--- src/rtl/i2cmts_pkg.sv ---
package i2cmts_pkg;

  localparam int unsigned BufferDepth = 32;
  localparam int unsigned AddrW = (BufferDepth > 1) ? $clog2(BufferDepth) : 1;
  localparam int unsigned CountW = $clog2(BufferDepth + 1);

  // bus status codes, low three bits masked off
  localparam logic [7:0] StatusMask  = 8'hF8;
  localparam logic [7:0] StStart     = 8'h08;
  localparam logic [7:0] StRepStart  = 8'h10;
  localparam logic [7:0] StSlaWAck   = 8'h18;
  localparam logic [7:0] StSlaWNack  = 8'h20;
  localparam logic [7:0] StDataWAck  = 8'h28;
  localparam logic [7:0] StDataWNack = 8'h30;
  localparam logic [7:0] StArbLost   = 8'h38;
  localparam logic [7:0] StSlaRAck   = 8'h40;
  localparam logic [7:0] StSlaRNack  = 8'h48;
  localparam logic [7:0] StDataRAck  = 8'h50;
  localparam logic [7:0] StDataRNack = 8'h58;

  typedef enum logic [2:0] {
    OpLoad       = 3'd0,
    OpStartRead  = 3'd1,
    OpStartWrite = 3'd2,
    OpStatus     = 3'd3,
    OpPop        = 3'd4
  } op_e;

  typedef enum logic [2:0] {
    ActNone    = 3'd0,
    ActStart   = 3'd1,
    ActAck     = 3'd2,
    ActNack    = 3'd3,
    ActStop    = 3'd4,
    ActRelease = 3'd5
  } act_e;

  typedef enum logic [1:0] {
    ErrNone = 2'd0,
    ErrArb  = 2'd1,
    ErrNack = 2'd2
  } err_e;

  typedef enum logic [2:0] {
    PhReady = 3'b001,
    PhRead  = 3'b010,
    PhWrite = 3'b100
  } phase_e;

  typedef struct packed {
    logic [2:0] operation;
    logic [6:0] slave_addr;
    logic [5:0] byte_count;
    logic [4:0] load_index;
    logic [7:0] load_byte;
    logic [7:0] bus_status;
    logic [7:0] rx_byte;
  } item_t;

  typedef struct packed {
    logic [2:0] bus_action;
    logic [7:0] tx_value;
    logic       tx_valid;
    logic       busy_res;
    logic [1:0] error_code;
    logic [7:0] popped_byte;
    logic [5:0] bytes_available;
  } result_t;

  // decision of one item, data bytes from the store still to be merged
  typedef struct packed {
    result_t res;
    logic    tx_from_mem;
    logic    pop_from_mem;
  } decision_t;

  typedef struct packed {
    logic             we;
    logic [AddrW-1:0] waddr;
    logic [7:0]       wdata;
    logic             re;
    logic [AddrW-1:0] raddr;
  } mem_req_t;

endpackage

--- src/rtl/i2c_master_transfer_sequencer.sv ---
// an item's decision is registered in the first stage, then its result in the output
// register, which offers it; a stall at the output holds the result there
// throughput: one item per cycle while output is free; send/pop reads set the 2 stages
// the store has one write and one registered read port
// reset clears the phase, counters, error and handshake state at once
// store contents are undefined until loaded or received
module i2c_master_transfer_sequencer (
  input  logic                clk_i,
  input  logic                rst_ni,
  input  logic                in_valid_i,
  output logic                in_ready_o,
  input  i2cmts_pkg::item_t   in_item_i,
  output logic                out_valid_o,
  input  logic                out_ready_i,
  output i2cmts_pkg::result_t out_item_o
);

  logic                  accept;
  logic                  s1_advance;
  logic                  s1_valid_q;
  i2cmts_pkg::decision_t s1_dec_q;
  i2cmts_pkg::decision_t dec;
  i2cmts_pkg::mem_req_t  mem;
  logic [7:0]            rdata;
  i2cmts_pkg::result_t   res_d;
  i2cmts_pkg::result_t   out_item_q;
  logic                  out_valid_q;

  assign s1_advance = s1_valid_q && (!out_valid_q || out_ready_i);
  assign in_ready_o = !s1_valid_q || s1_advance;
  assign accept     = in_valid_i && in_ready_o;

  i2cmts_ctrl u_ctrl (
    .clk_i    (clk_i),
    .rst_ni   (rst_ni),
    .accept_i (accept),
    .item_i   (in_item_i),
    .dec_o    (dec),
    .mem_o    (mem)
  );

  i2cmts_ram #(
    .Width (8),
    .Depth (i2cmts_pkg::BufferDepth)
  ) u_store (
    .clk_i   (clk_i),
    .we_i    (mem.we),
    .waddr_i (mem.waddr),
    .wdata_i (mem.wdata),
    .re_i    (mem.re),
    .raddr_i (mem.raddr),
    .rdata_o (rdata)
  );

  // merge the store byte into the result
  always_comb begin
    res_d = s1_dec_q.res;
    if (s1_dec_q.tx_from_mem) begin
      res_d.tx_value = rdata;
    end
    res_d.popped_byte = s1_dec_q.pop_from_mem ? rdata : 8'd0;
  end

  always_ff @(posedge clk_i or negedge rst_ni) begin
    if (!rst_ni) begin
      s1_valid_q  <= 1'b0;
      out_valid_q <= 1'b0;
    end else begin
      if (accept) begin
        s1_valid_q <= 1'b1;
      end else if (s1_advance) begin
        s1_valid_q <= 1'b0;
      end
      if (s1_advance) begin
        out_valid_q <= 1'b1;
      end else if (out_ready_i) begin
        out_valid_q <= 1'b0;
      end
    end
  end

  always_ff @(posedge clk_i) begin
    if (accept) begin
      s1_dec_q <= dec;
    end
    if (s1_advance) begin
      out_item_q <= res_d;
    end
  end

  assign out_valid_o = out_valid_q;
  assign out_item_o  = out_item_q;

endmodule

--- src/rtl/i2cmts_ram.sv ---
module i2cmts_ram #(
  parameter int unsigned Width = 8,
  parameter int unsigned Depth = 32
) (
  input  logic                                        clk_i,
  input  logic                                        we_i,
  input  logic [((Depth > 1) ? $clog2(Depth) : 1)-1:0] waddr_i,
  input  logic [Width-1:0]                            wdata_i,
  input  logic                                        re_i,
  input  logic [((Depth > 1) ? $clog2(Depth) : 1)-1:0] raddr_i,
  output logic [Width-1:0]                            rdata_o
);

  logic [Width-1:0] mem_q [Depth];
  logic [Width-1:0] rdata_q;

  always_ff @(posedge clk_i) begin
    if (we_i) begin
      mem_q[waddr_i] <= wdata_i;
    end
    if (re_i) begin
      rdata_q <= mem_q[raddr_i];
    end
  end

  assign rdata_o = rdata_q;

endmodule

--- src/rtl/i2cmts_ctrl.sv ---
module i2cmts_ctrl (
  input  logic                  clk_i,
  input  logic                  rst_ni,
  input  logic                  accept_i,
  input  i2cmts_pkg::item_t     item_i,
  output i2cmts_pkg::decision_t dec_o,
  output i2cmts_pkg::mem_req_t  mem_o
);

  i2cmts_pkg::phase_e                phase_q, phase_d;
  logic [7:0]                        target_q, target_d;
  logic [i2cmts_pkg::CountW-1:0]     len_q, len_d;
  logic [i2cmts_pkg::CountW-1:0]     sp_q, sp_d;
  logic                              last_q, last_d;
  logic [i2cmts_pkg::CountW-1:0]     rc_q, rc_d;
  logic [i2cmts_pkg::CountW-1:0]     pop_q, pop_d;
  i2cmts_pkg::err_e                  err_q, err_d;
  logic [7:0]                        status;
  i2cmts_pkg::decision_t             dec;
  i2cmts_pkg::mem_req_t              mem;

  always_comb begin
    phase_d  = phase_q;
    target_d = target_q;
    len_d    = len_q;
    sp_d     = sp_q;
    last_d   = last_q;
    rc_d     = rc_q;
    pop_d    = pop_q;
    err_d    = err_q;
    dec      = '0;
    mem      = '0;
    dec.res.bus_action = i2cmts_pkg::ActNone;
    status   = item_i.bus_status & i2cmts_pkg::StatusMask;

    case (item_i.operation)
      i2cmts_pkg::OpLoad: begin
        if (32'(item_i.load_index) < i2cmts_pkg::BufferDepth) begin
          mem.we    = 1'b1;
          mem.waddr = i2cmts_pkg::AddrW'(item_i.load_index);
          mem.wdata = item_i.load_byte;
        end
      end
      i2cmts_pkg::OpStartRead, i2cmts_pkg::OpStartWrite: begin
        if (phase_q == i2cmts_pkg::PhReady) begin
          if (item_i.byte_count == '0) begin
            len_d = i2cmts_pkg::CountW'(1);
          end else if (32'(item_i.byte_count) > i2cmts_pkg::BufferDepth) begin
            len_d = i2cmts_pkg::CountW'(i2cmts_pkg::BufferDepth);
          end else begin
            len_d = i2cmts_pkg::CountW'(item_i.byte_count);
          end
          err_d = i2cmts_pkg::ErrNone;
          if (item_i.operation == i2cmts_pkg::OpStartRead) begin
            rc_d     = '0;
            pop_d    = '0;
            phase_d  = i2cmts_pkg::PhRead;
            target_d = {item_i.slave_addr, 1'b1};
          end else begin
            sp_d     = '0;
            last_d   = 1'b0;
            phase_d  = i2cmts_pkg::PhWrite;
            target_d = {item_i.slave_addr, 1'b0};
          end
          dec.res.bus_action = i2cmts_pkg::ActStart;
        end
      end
      i2cmts_pkg::OpStatus: begin
        if (phase_q != i2cmts_pkg::PhReady) begin
          case (status)
            i2cmts_pkg::StStart, i2cmts_pkg::StRepStart: begin
              dec.res.tx_value   = target_q;
              dec.res.tx_valid   = 1'b1;
              dec.res.bus_action = i2cmts_pkg::ActAck;
            end
            i2cmts_pkg::StArbLost: begin
              err_d   = i2cmts_pkg::ErrArb;
              phase_d = i2cmts_pkg::PhReady;
              dec.res.bus_action = i2cmts_pkg::ActRelease;
            end
            i2cmts_pkg::StSlaRAck: begin
              // last byte of the transfer gets a nack
              dec.res.bus_action = (({1'b0, rc_q} + 1'b1) < {1'b0, len_q}) ?
                                   i2cmts_pkg::ActAck : i2cmts_pkg::ActNack;
            end
            i2cmts_pkg::StSlaRNack, i2cmts_pkg::StSlaWNack,
            i2cmts_pkg::StDataWNack: begin
              err_d   = i2cmts_pkg::ErrNack;
              phase_d = i2cmts_pkg::PhReady;
              dec.res.bus_action = i2cmts_pkg::ActStop;
            end
            i2cmts_pkg::StDataRAck, i2cmts_pkg::StDataRNack: begin
              // byte dropped when the store is full
              if (32'(rc_q) < i2cmts_pkg::BufferDepth) begin
                mem.we    = 1'b1;
                mem.waddr = i2cmts_pkg::AddrW'(rc_q);
                mem.wdata = item_i.rx_byte;
                rc_d      = rc_q + 1'b1;
              end
              if (status == i2cmts_pkg::StDataRAck) begin
                dec.res.bus_action = (({1'b0, rc_d} + 1'b1) < {1'b0, len_q}) ?
                                     i2cmts_pkg::ActAck : i2cmts_pkg::ActNack;
              end else begin
                phase_d = i2cmts_pkg::PhReady;
                dec.res.bus_action = i2cmts_pkg::ActStop;
              end
            end
            i2cmts_pkg::StSlaWAck, i2cmts_pkg::StDataWAck: begin
              if (sp_q < len_q && !last_q &&
                  32'(sp_q) < i2cmts_pkg::BufferDepth) begin
                mem.re          = 1'b1;
                mem.raddr       = i2cmts_pkg::AddrW'(sp_q);
                dec.tx_from_mem = 1'b1;
                dec.res.tx_valid = 1'b1;
                if (({1'b0, sp_q} + 1'b1) < {1'b0, len_q}) begin
                  sp_d = sp_q + 1'b1;
                end else begin
                  last_d = 1'b1;
                end
                dec.res.bus_action = i2cmts_pkg::ActAck;
              end else begin
                phase_d = i2cmts_pkg::PhReady;
                dec.res.bus_action = i2cmts_pkg::ActStop;
              end
            end
            default: begin
            end
          endcase
        end
      end
      i2cmts_pkg::OpPop: begin
        if (pop_q < rc_q && 32'(pop_q) < i2cmts_pkg::BufferDepth) begin
          mem.re           = 1'b1;
          mem.raddr        = i2cmts_pkg::AddrW'(pop_q);
          dec.pop_from_mem = 1'b1;
          pop_d            = pop_q + 1'b1;
        end
      end
      default: begin
      end
    endcase

    dec.res.busy_res   = (phase_d != i2cmts_pkg::PhReady);
    dec.res.error_code = err_d;
    dec.res.bytes_available = (rc_d >= pop_d) ? 6'(rc_d - pop_d) : 6'd0;

    mem.we = mem.we & accept_i;
    mem.re = mem.re & accept_i;
  end

  always_ff @(posedge clk_i or negedge rst_ni) begin
    if (!rst_ni) begin
      phase_q  <= i2cmts_pkg::PhReady;
      target_q <= '0;
      len_q    <= i2cmts_pkg::CountW'(1);
      sp_q     <= '0;
      last_q   <= 1'b0;
      rc_q     <= '0;
      pop_q    <= '0;
      err_q    <= i2cmts_pkg::ErrNone;
    end else if (accept_i) begin
      phase_q  <= phase_d;
      target_q <= target_d;
      len_q    <= len_d;
      sp_q     <= sp_d;
      last_q   <= last_d;
      rc_q     <= rc_d;
      pop_q    <= pop_d;
      err_q    <= err_d;
    end
  end

  assign dec_o = dec;
  assign mem_o = mem;

endmodule
--- config.mk ---
export PLATFORM = sky130hd
export DESIGN_NAME = i2c_master_transfer_sequencer
export DESIGN_NICKNAME = d
export VERILOG_FILES = /design/src/rtl/i2cmts_pkg.sv /design/src/rtl/i2c_master_transfer_sequencer.sv /design/src/rtl/i2cmts_ram.sv /design/src/rtl/i2cmts_ctrl.sv
export SDC_FILE = /design/constraint.sdc
export NUM_CORES = 1
export LEC_CHECK = 0
export BUFFER_PORTS_ARGS = -buffer_cell sky130_fd_sc_hd__buf_4
export CAP_MARGIN = 0
export CORE_ASPECT_RATIO = 1.4
export CORE_UTILIZATION = 65
export CTS_CLUSTER_SIZE = 28
export DETAILED_ROUTE_END_ITERATION = 7
export HOLD_SLACK_MARGIN = 0.12
export PLACE_DENSITY = 0.84
export SLEW_MARGIN = 20
export SYNTH_ARGS = -nofsm -noshare
export SYNTH_HDL_FRONTEND = slang
export SYNTH_SLANG_ARGS = --single-unit
export TNS_END_PERCENT = 5
--- constraint.sdc ---
create_clock -name clk_i -period 11.95 [get_ports clk_i]
set_clock_uncertainty 0.15 [all_clocks]
set_input_delay 1.195 -clock clk_i [delete_from_list [all_inputs] [get_ports clk_i]]
set_output_delay 1.195 -clock clk_i [all_outputs]
set_load 0.1 [all_outputs]
==> flow_summary.toml, run 1 <==
[grt]
grt_use_total_pct = 31.1
grt_pass1_wl_mm = 59.9
antenna_found_initial = 1
grt_pass1_vias = 11100
grt_max_degree = 57
overflow = 0

[sta]
max_slew.worst_pin.slew_ns = 1.15
fmax_mhz = 193
setup_viol = 0
final_max_slew_viol_count = 0
slew_headroom_pct = 23.1
fin_crit_sh_pct = 43.4
fin_tns_setup_ns = 0
rsz0062_at_grt = "false"
fin_crit_ns = 5.19
whs_ns = 0.268
finalHoldViolations = 0
fin_ws_ns = 6.76

[route]
drc = 0
drtIter0Drc = 1226
first_pass_iters = 5
vias = 11100
routed_wl_mm = 39.1
vias_per_cell = 6.70
antenna_left = 0
wl_per_cell_microns = 23.6

[critical_path]
end_kind = "register"
r2r-start = "u_ctrl.len_q[5]"
critPathKind = "reg2reg"
critPathCapture = "u_store.rdata_o[0]"
crit_arrival_ns = 5.19
rrSetupSlack_ns = 6.76
reg2reg_depth = 12
start_kind = "register"
critical_path.max_fanout = 56
reg2reg_to = "u_store.rdata_o[0]"
crit_required_ns = 11.96
crit_path_start = "u_ctrl.len_q[5]"

[layout]
drive_gt1_share_pct = 15.2
final_nets = 1405
area_growth_pct = 11.7
utilization_pct = 74.1
diodes = 0

[outcome]
status = "complete, no violations"

[die]
die-area_sq_um = 25800
rows = 68
coreArea_sq_um = 24700
start_util_pct = 66.3
die_h_microns = 190
die_w_microns = 136
ios = 80

[logic_synthesis]
syn_area_sq_um = 16400
synth-edff-count = 316
yosysTopAreaCellShare_pct = 58.0
ys_async_sr_fraction_pct = 11.2
synth_cell_type_count = 88
syn-num-nets = 1339
synth_warnings = 0
synth-main-ff-cell = "edfxtp_1"
yosysTopAreaCell = "edfxtp_1"
syn_avg_cell_area_sq_um = 13.1
synth_area_leaders = "edfxtp_1 (58%), dfrtp_1 (5.8%), nand2_1 (3.0%)"
yosys-top-cells-count = "edfxtp_1 (316), nand2_1 (130), nor2_1 (74), o21ai_0 (53), a21oi_1 (48)"
synth_most_common_cell = "edfxtp_1"
ys_ff_latch = 356
synth_cells = 1251
yosysSeqAreaShare_pct = 64.1

[placed_design]
gp_congestion = 0.943
dp_hpwl_mm = 25.8
numPortBuffers = 76
dp_slack_ns = 6.41

[cts]
cts_htree_levels = 2
cts_buffer_depth = 3
post_cts_resized = 0
postCtsHoldBufs = 0
clk_pin_slew_ns = 0.06
numCtsBuffers = 34
cts_root_buffer = "clkbuf_16"
cts_tree = "done"
clk_latency_ns = 0.52
cts_sinks = 356
cts_setup_buffers = 0

[power]
ir_worst_vdd_v = 0.000129
leakagePower_uw = 0.00645
totalPowerFinal_uw = 2830
power_density_nw_per_um2 = 155

[worst_hold_path]
hold_path.class = "reg2reg"

[run]
drv_cap = 0
layout make-up:
cell class	count	area [sq um]
Tap cell	315	394
Inverter	23	88.8
Multi-Input combinational cell	811	5530
Clock inverter	22	196
Timing Repair Buffer	91	683
Sequential cell	356	10500
Clock buffer	40	895
Fill cell	1550	6400
worst max-delay path, cell delays in order (launching register included):
cell and delay, ns:
dfrtp_1 0.37, inv_1 0.18, ha_1 0.31, a2111oi_2 0.43, o21a_2 0.32, o2111ai_2 0.15, buf_4 0.28, nand2_4 0.45
buf_4 0.69, mux2_2 0.42, a221o_1 0.29, a2111oi_0 0.54, a41oi_1 0.20
through the flow:
| step | std cells | cell area, sq um |
|---|---|---|
| 2_1_floorplan | 1251 | 16400 |
| 3_3_place_gp | 1596 | 17200 |
| 3_5_place_dp | 1596 | 17200 |
| 4_1_cts | 1658 | 18300 |
| 5_1_grt | 1658 | 18300 |
| 6_report | 1658 | 18300 |
routing by layer:
| layer | routed length, microns | vias to the layer above | track usage [%] |
|---|---|---|---|
| met5 | 9 | - | 0 |
| met4 | 2610 | 2 | 20.4 |
| met3 | 3070 | 165 | 5.12 |
| met2 | 19900 | 611 | 53.0 |
| met1 | 13500 | 5349 | 36.0 |
| li1 | - | 4974 | - |
worst min path at each step:
stage	startpoint	to	cells after the start
finish	res_d[4]	out_item_o[4]	0
global route	res_d[2]	out_item_o[2]	0
CTS	res_d[4]	out_item_o[4]	0
detailed placement	res_d[0]	out_item_o[0]	0
global placement	res_d[28]	out_item_o[28]	0
floorplan	res_d[0]	out_item_o[0]	0
cells by family (layout without fill, tap and decap cells):
kind of cell	count (synthesis)	in the layout	synth area share, %
adder cells (fa/ha/maj)	39	39	3.03
buffers and inverters	84	176	2.29
AND/OR/NAND/NOR	382	382	11.4
XOR/XNOR	20	20	1.07
multiplexers	80	80	5.15
flip-flops	356	356	64.1
AO/OA/AOI/OAI	290	290	12.9
registers in the layout (all words and copies together), names as in the netlist, 8 cells and up:
signal / count
s1_dec_q: 10
out_item_o: 29
u_store.mem_q: 256
res_d: 13
u_store.rdata_o: 8
u_ctrl.target_q: 8
cell usage in the layout (no fill, tap or decap), types with 9 or more instances in the layout:
| master | n |
|---|---|
| mux2i_1 | 47 |
| a211oi_1 | 10 |
| xnor2_1 | 13 |
| nand3_1 | 36 |
| a221oi_1 | 17 |
| and2_1 | 22 |
| edfxtp_1 | 316 |
| ha_1 | 38 |
| nand2b_1 | 18 |
| clkinv_2 | 11 |
| mux2_2 | 32 |
| nand2_1 | 130 |
| dfrtp_1 | 38 |
| nor2_1 | 73 |
| a21oi_1 | 48 |
| o21a_1 | 11 |
| buf_4 | 91 |
| a2111oi_0 | 11 |
| inv_1 | 22 |
| o22ai_1 | 13 |
| a31oi_1 | 9 |
| clkbuf_16 | 35 |
| o21ai_0 | 53 |
| a22o_1 | 19 |
| and3_1 | 29 |
| nor3_1 | 21 |
where the power goes:
group	switching (uW)	internal, uW	leakage (uW)
logic	233	120	0.00242
registers	28.7	1400	0.00348
clock network	448	606	0.000546
total	710	2120	0.00645
Power figures use the tool's default switching activity.
==> run 2: changes to the inputs <==
--- a/config.mk
+++ b/config.mk
@@ -5,14 +5,15 @@
 export SDC_FILE = /design/constraint.sdc
 export NUM_CORES = 1
 export LEC_CHECK = 0
+export ABC_AREA = 1
 export BUFFER_PORTS_ARGS = -buffer_cell sky130_fd_sc_hd__buf_4
 export CAP_MARGIN = 0
 export CORE_ASPECT_RATIO = 1.4
-export CORE_UTILIZATION = 65
+export CORE_UTILIZATION = 56
 export CTS_CLUSTER_SIZE = 28
 export DETAILED_ROUTE_END_ITERATION = 7
 export HOLD_SLACK_MARGIN = 0.12
-export PLACE_DENSITY = 0.84
+export PLACE_DENSITY = 0.77
 export SLEW_MARGIN = 20
 export SYNTH_ARGS = -nofsm -noshare
 export SYNTH_HDL_FRONTEND = slang
==> constraint.sdc (replaced) <==
create_clock -name clk_i -period 4.35 [get_ports clk_i]
set_clock_uncertainty 0.15 [all_clocks]
set_input_delay 0.435 -clock clk_i [delete_from_list [all_inputs] [get_ports clk_i]]
set_output_delay 0.435 -clock clk_i [all_outputs]
set_load 0.1 [all_outputs]
==> run 2 against run 1 <==
Net effect: sequential power increased to 2.8 times the previous value; synthesized cell count is 35% higher; area after synthesis rose by 3.8%; highest routed layer is now met4; critical path type unchanged; largest cell class unchanged; non-clock buffer count increased by 33; hold slack got worse by 0.052 ns.
==> flow_summary.toml, run 2 <==
[route]
vias = 12400
drtIter0Drc = 1171
antenna_left = 0
routed_wl_mm = 41.9
drc = 0
first_pass_iters = 6
vias_per_cell = 5.68
wl_per_cell_microns = 19.2

[cts]
clk_pin_slew_ns = 0.07
postCtsHoldBufs = 19
cts_htree_levels = 1
post_cts_resized = 0
numCtsBuffers = 31
cts_tree = "done"
cts_setup_buffers = 0
cts_root_buffer = "clkbuf_16"
cts_sinks = 356
cts_buffer_depth = 3
clk_latency_ns = 0.57

[sta]
final_max_slew_viol_count = 0
fin_crit_ns = 4.02
fmax_mhz = 249
fin_crit_sh_pct = 92.5
fin_ws_ns = 0.327
max_slew.worst_pin.slew_ns = 0.924
setup_viol = 0
rsz0062_at_grt = "false"
slew_headroom_pct = 38.1
whs_ns = 0.215
fin_tns_setup_ns = 0
finalHoldViolations = 0

[layout]
final_cell_mix = "nand2_1 (378), edfxtp_1 (316), nand3_1 (298)"
area_growth_pct = 13.5
regMostFlops = "u_store.mem_q"
final_nets = 1862
largest_reg_flops = 256
filler_cell_count = 2181
drive_gt1_share_pct = 11.2
final_common_cell = "nand2_1"
fin_area_sq_um = 19300
diodes = 0

[logic_synthesis]
synth_top_family_by_area = "simple AND/OR/NAND/NOR gates"
yosys-top-cells-count = "nand2_1 (380), edfxtp_1 (316), nand3_1 (299), inv_1 (239), nor2_1 (85)"
syn_area_sq_um = 17000
synth-main-ff-cell = "edfxtp_1"
synth_cells = 1689
synthXorXnorAreaFrac_pct = 0.516
ys_ff_latch = 356
synth_area_leaders = "edfxtp_1 (56%), nand3_1 (8.8%), nand2_1 (8.4%)"
yosysTopAreaCell = "edfxtp_1"
syn_avg_cell_area_sq_um = 10.1
synth_fa_ha_area_share_pct = 2.92
syn-num-nets = 1777
synth-edff-count = 316
ys_async_sr_fraction_pct = 11.2
yosysSeqAreaShare_pct = 61.8
synth_warnings = 0
yosysTopAreaCellShare_pct = 55.9
muxShareOfSynthArea_pct = 0.530
synth_cell_type_count = 48
synth_most_common_cell = "nand2_1"
synth-simple-area-share_pct = 22.3
synth_compound_area_share_pct = 4.35

[die]
start_util_pct = 56.7
die_w_microns = 149
die_h_microns = 208
ios = 80
die-area_sq_um = 31000
coreArea_sq_um = 29900
rows = 75

[placed_design]
dp_hpwl_mm = 26.7
dpl_cell_area_sq_um = 18000
gp_congestion = 0.917
numPortBuffers = 76
dp_slack_ns = 0.408

[critical_path]
critical_path.max_fanout = 8
crit_arrival_ns = 4.27
crit_required_ns = 4.60
critPathKind = "reg2reg"
start_kind = "register"
end_kind = "register"
reg2reg_depth = 16

[grt]
grt_max_degree = 118
grt_pass1_wl_mm = 65.1
grtUsageMet2_pct = 48.1
grt.busiest_layer = "met2"
grt_use_total_pct = 27.4
overflow = 0
use_met1_pct = 32.2
met3_usage_pct = 3.27
grt_pass1_vias = 12300
antenna_found_initial = 0

[worst_hold_path]
hold_path.class = "in2reg"
hold_depth = 5

[power]
power_density_nw_per_um2 = 407
leakagePower_uw = 0.00805
totalPowerFinal_uw = 7850
ir_worst_vdd_v = 0.000548

[run]
drv_cap = 0

[outcome]
status = "complete, no violations"
==> run 2: changes by cell type after synthesis, moves of 18 or more <==
cell / change
nand3_1: +263
and3_1: -29
mux2_2: -24
inv_1: +217
and2_1: -22
a22o_1: -22
buf_2: +19
nand3b_1: +35
nand2b_1: -18
a21oi_1: -29
mux2i_1: -47
nand2_1: +250
==> run 2: final timing paths <==
check | from | endpoint | slack, ns
max | u_ctrl.rc_q[5] | res_d[5] | 0.33
min | in_item_i[44] | u_ctrl.pop_q[5] | 0.22
max reg2reg | u_ctrl.rc_q[5] | res_d[5] | 0.33
min reg2reg | res_d[1] | out_item_o[1] | 0.27
max in group asynchronous | rst_ni | u_ctrl.rc_q[4] | 3.37
min in group asynchronous | rst_ni | u_ctrl.target_q[6] | 0.26
==> run 2: cell families after synthesis <==
| family | Yosys count |
|---|---|
| simple gates | 837 |
| flops | 356 |
| buf+inv | 318 |
| compound gates | 121 |
| fa+ha+maj | 39 |
| xor+xnor | 10 |
| mux | 8 |
==> run 2: power by group <==
group | leakage [uW] | internal (uW) | switching [uW]
sequential | 0.00323 | 3860 | 83.1
combinational | 0.00429 | 298 | 694
clock | 0.000538 | 1690 | 1220
==> run 2: routing by layer <==
layer / vias up / share of wire, %
li1: 5865 / -
met1: 5901 / 36
met2: 522 / 52
met3: 106 / 6.9
met4: 0 / 5.4
met5: - / 0
==> run 2: worst max-delay path, stage by stage (launching register included) <==
cell	delay, ns
dfrtp_1	0.46
inv_1	0.11
ha_1	0.31
a21o_1	0.18
nor2_1	0.21
nand2_1	0.11
nor2_1	0.22
ha_1	0.27
nand2_1	0.06
o21ai_0	0.10
ha_1	0.25
fa_1	0.47
o21ai_0	0.31
a41oi_1	0.08
o21ai_0	0.17
a21oi_1	0.17
nor3b_1	0.20
==> run 2: final cells by class <==
class / instances / area (sq um) / area share (%)
clock inverter: 14 / 186 / 0.967
multi-input combinational: 1015 / 5240 / 27.2
clock buffer: 43 / 902 / 4.68
tap: 385 / 482 / 2.50
timing repair buffer: 124 / 1050 / 5.44
sequential: 356 / 10500 / 54.4
inverter: 246 / 923 / 4.79
==> run 2: stage by stage <==
step / util (%) / cells
2_1_floorplan: - / 1689
6_report: 64.4 / 2183
3_3_place_gp: 60.1 / 2106
4_1_cts: 64.3 / 2182
5_1_grt: 64.4 / 2183
3_5_place_dp: 60.1 / 2106
==> run 3: changes to the inputs <==
--- a/config.mk
+++ b/config.mk
@@ -9,11 +9,11 @@
 export BUFFER_PORTS_ARGS = -buffer_cell sky130_fd_sc_hd__buf_4
 export CAP_MARGIN = 0
 export CORE_ASPECT_RATIO = 1.4
-export CORE_UTILIZATION = 56
+export CORE_UTILIZATION = 62
 export CTS_CLUSTER_SIZE = 28
 export DETAILED_ROUTE_END_ITERATION = 7
 export HOLD_SLACK_MARGIN = 0.12
-export PLACE_DENSITY = 0.77
+export PLACE_DENSITY = 0.8
 export SLEW_MARGIN = 20
 export SYNTH_ARGS = -nofsm -noshare
 export SYNTH_HDL_FRONTEND = slang
==> constraint.sdc (replaced) <==
create_clock -name clk_i -period 3.95 [get_ports clk_i]
set_clock_uncertainty 0.15 [all_clocks]
set_input_delay 0.395 -clock clk_i [delete_from_list [all_inputs] [get_ports clk_i]]
set_output_delay 0.395 -clock clk_i [all_outputs]
set_load 0.1 [all_outputs]
==> run 3 against run 2 <==
Net effect: maximum frequency is 9.6% higher; wire length increased by 2.5%; global-route usage grew 4.5 points; register-to-register slack worse by 0.05 ns; critical path depth rose by 1; combinational power up 13%; clock power is 16% higher; critical endpoint is now u_store.rdata_o[3]; setup slack got worse by 0.047 ns; sequential share of layout area decreased by 1.0 points; first-iteration DRC count down 12%; hold slack worse by 0.050 ns.
==> flow_summary.toml, run 3 (synthesized netlist as in run 2, its figures left out) <==
[power]
power_frac_clock_pct = 38.3
combPwrFrac_pct = 12.6
p_int_uw = 6570
ir_worst_vdd_v = 0.000410
p_sw_uw = 2290
switching_share_pct = 25.8
totalPowerFinal_uw = 8850
power_density_nw_per_um2 = 451
power_frac_seq_pct = 49.1
leakagePower_uw = 0.00831

[route]
drtIter0Drc = 1035
wl_per_cell_microns = 19.4
drc = 0
vias = 12800
antenna_left = 0
first_pass_iters = 5
vias_per_cell = 5.81
routed_wl_mm = 43.0

[die]
die_w_microns = 142
ios = 80
coreArea_sq_um = 26900
rows = 71
start_util_pct = 63.1
die_h_microns = 198
die-area_sq_um = 28100

[sta]
fin_tns_setup_ns = 0
slew_headroom_pct = 31.9
finalHoldViolations = 0
fmax_mhz = 273
max_slew.worst_pin.slew_ns = 1.02
final_max_slew_viol_count = 0
fin_crit_sh_pct = 92.9
fin_crit_ns = 3.67
setup_viol = 0

[cts]
cts_buffer_depth = 3
cts_htree_levels = 2
cts_tree = "done"
clk_pin_slew_ns = 0.06
numCtsBuffers = 34
clk_latency_ns = 0.54
cts_root_buffer = "clkbuf_16"
cts_sinks = 356
cts_setup_buffers = 0

[layout]
drive_gt1_share_pct = 13.6
area_growth_pct = 15.6
diodes = 0
largest_reg_flops = 256
final_cell_mix = "nand2_1 (378), edfxtp_1 (316), nand3_1 (298)"
final_nets = 1908
regMostFlops = "u_store.mem_q"
utilization_pct = 73.0
final_common_cell = "nand2_1"
fin_area_sq_um = 19600

[critical_path]
end_kind = "register"
r2r-start = "u_ctrl.rc_q[5]"
crit_path_start = "u_ctrl.rc_q[5]"
critical_path.max_fanout = 46
reg2reg_depth = 17
rrSetupSlack_ns = 0.28
crit_required_ns = 4.08
critPathCapture = "u_store.rdata_o[3]"
reg2reg_to = "u_store.rdata_o[3]"
crit_arrival_ns = 3.80
start_kind = "register"
critPathKind = "reg2reg"

[grt]
grt_pass1_vias = 12900
antenna_found_initial = 1
overflow = 0
grt_use_total_pct = 31.9
grt_pass1_wl_mm = 67.6
grt_max_degree = 95

[placed_design]
numPortBuffers = 76
gp_congestion = 0.902
dp_hpwl_mm = 27.0
dpl_cell_area_sq_um = 18300

[worst_hold_path]
hold_path.class = "in2reg"

[outcome]
status = "complete, no violations"

[run]
drv_cap = 0
-- run 3: changes by cell type in the layout (fill, tap and decap cells not counted), moves of 2 or more --
cell       before  now
buf_4          99  143
clkbuf_1        5    3
clkbuf_16      32   35
clkbuf_8        6    3
clkinv_1        1    4
clkinv_2        6    8
inv_6           0    2
o21ai_0        62   60
o21ai_1         0    2
-- run 3: repair_timing --
item                       CTS  global route
hold endpoints to repair    55             0
setup endpoints to repair    0             6
resized for setup            0             6
hold buffers                20             0
-- run 3: power by group through the flow --
stage                     Combinational (uW)  Sequential, uW  Clock (uW)
after global placement                  1040            4420           0
after detailed placement                1080            4420           0
after floorplan                          544            4630           0
after global routing                    1230            4360        3550
after CTS                               1100            4340        3420
final                                   1120            4340        3390
-- run 3: layout make-up --
cell class / instances / area [sq um]
timing repair buffer: 167 / 1350
tap: 365 / 457
clock buffer: 41 / 928
fill: 1768 / 7280
sequential: 356 / 10500
inverter: 246 / 923
multi-input combinational: 1015 / 5250
clock inverter: 21 / 233
-- run 3: worst min-delay path by stage --
stage | startpoint | to | slack (ns) | cells after the start
after floorplan | rst_ni | out_valid_o | -0.05 | 0
after global placement | res_d[5] | out_item_o[5] | 0.25 | 0
after detailed placement | rst_ni | u_ctrl.target_q[5] | 0.26 | 1
after CTS | in_valid_i | u_ctrl.rc_q[0] | 0.15 | 4
after global routing | in_valid_i | u_ctrl.rc_q[0] | 0.19 | 4
final | in_valid_i | u_ctrl.rc_q[0] | 0.17 | 4
-- run 3: worst max-delay path, stage by stage, from the launching register on --
cell	delay, ns
dfrtp_2	0.42
inv_1	0.09
ha_1	0.29
a21o_1	0.18
nor2_1	0.14
nand2_1	0.10
nor2_2	0.12
ha_1	0.20
nand2_4	0.21
nand2_4	0.16
buf_4	0.43
nand2_1	0.11
nand3_1	0.11
nand3_1	0.15
nand3_1	0.18
nand2_1	0.11
nand2_1	0.14
nand2_1	0.11
-- run 3: per-stage QoR --
stage	cells	worst slack (ns)	hold WS [ns]
finish	2211	0.280	0.166
global route	2211	-0.00468	0.188
CTS	2211	0.137	0.149
detailed placement	2129	0.152	0.256
global placement	2129	0.221	0.254
floorplan	1689	0.0227	-0.0506
-- run 3: metal layers --
metal  wire length [microns]  global-route usage [%]
met2                   22100                    55.8
met4                    2740                    20.7
met5                       8                       0
met3                    2970                    4.16
met1                   15100                    36.7
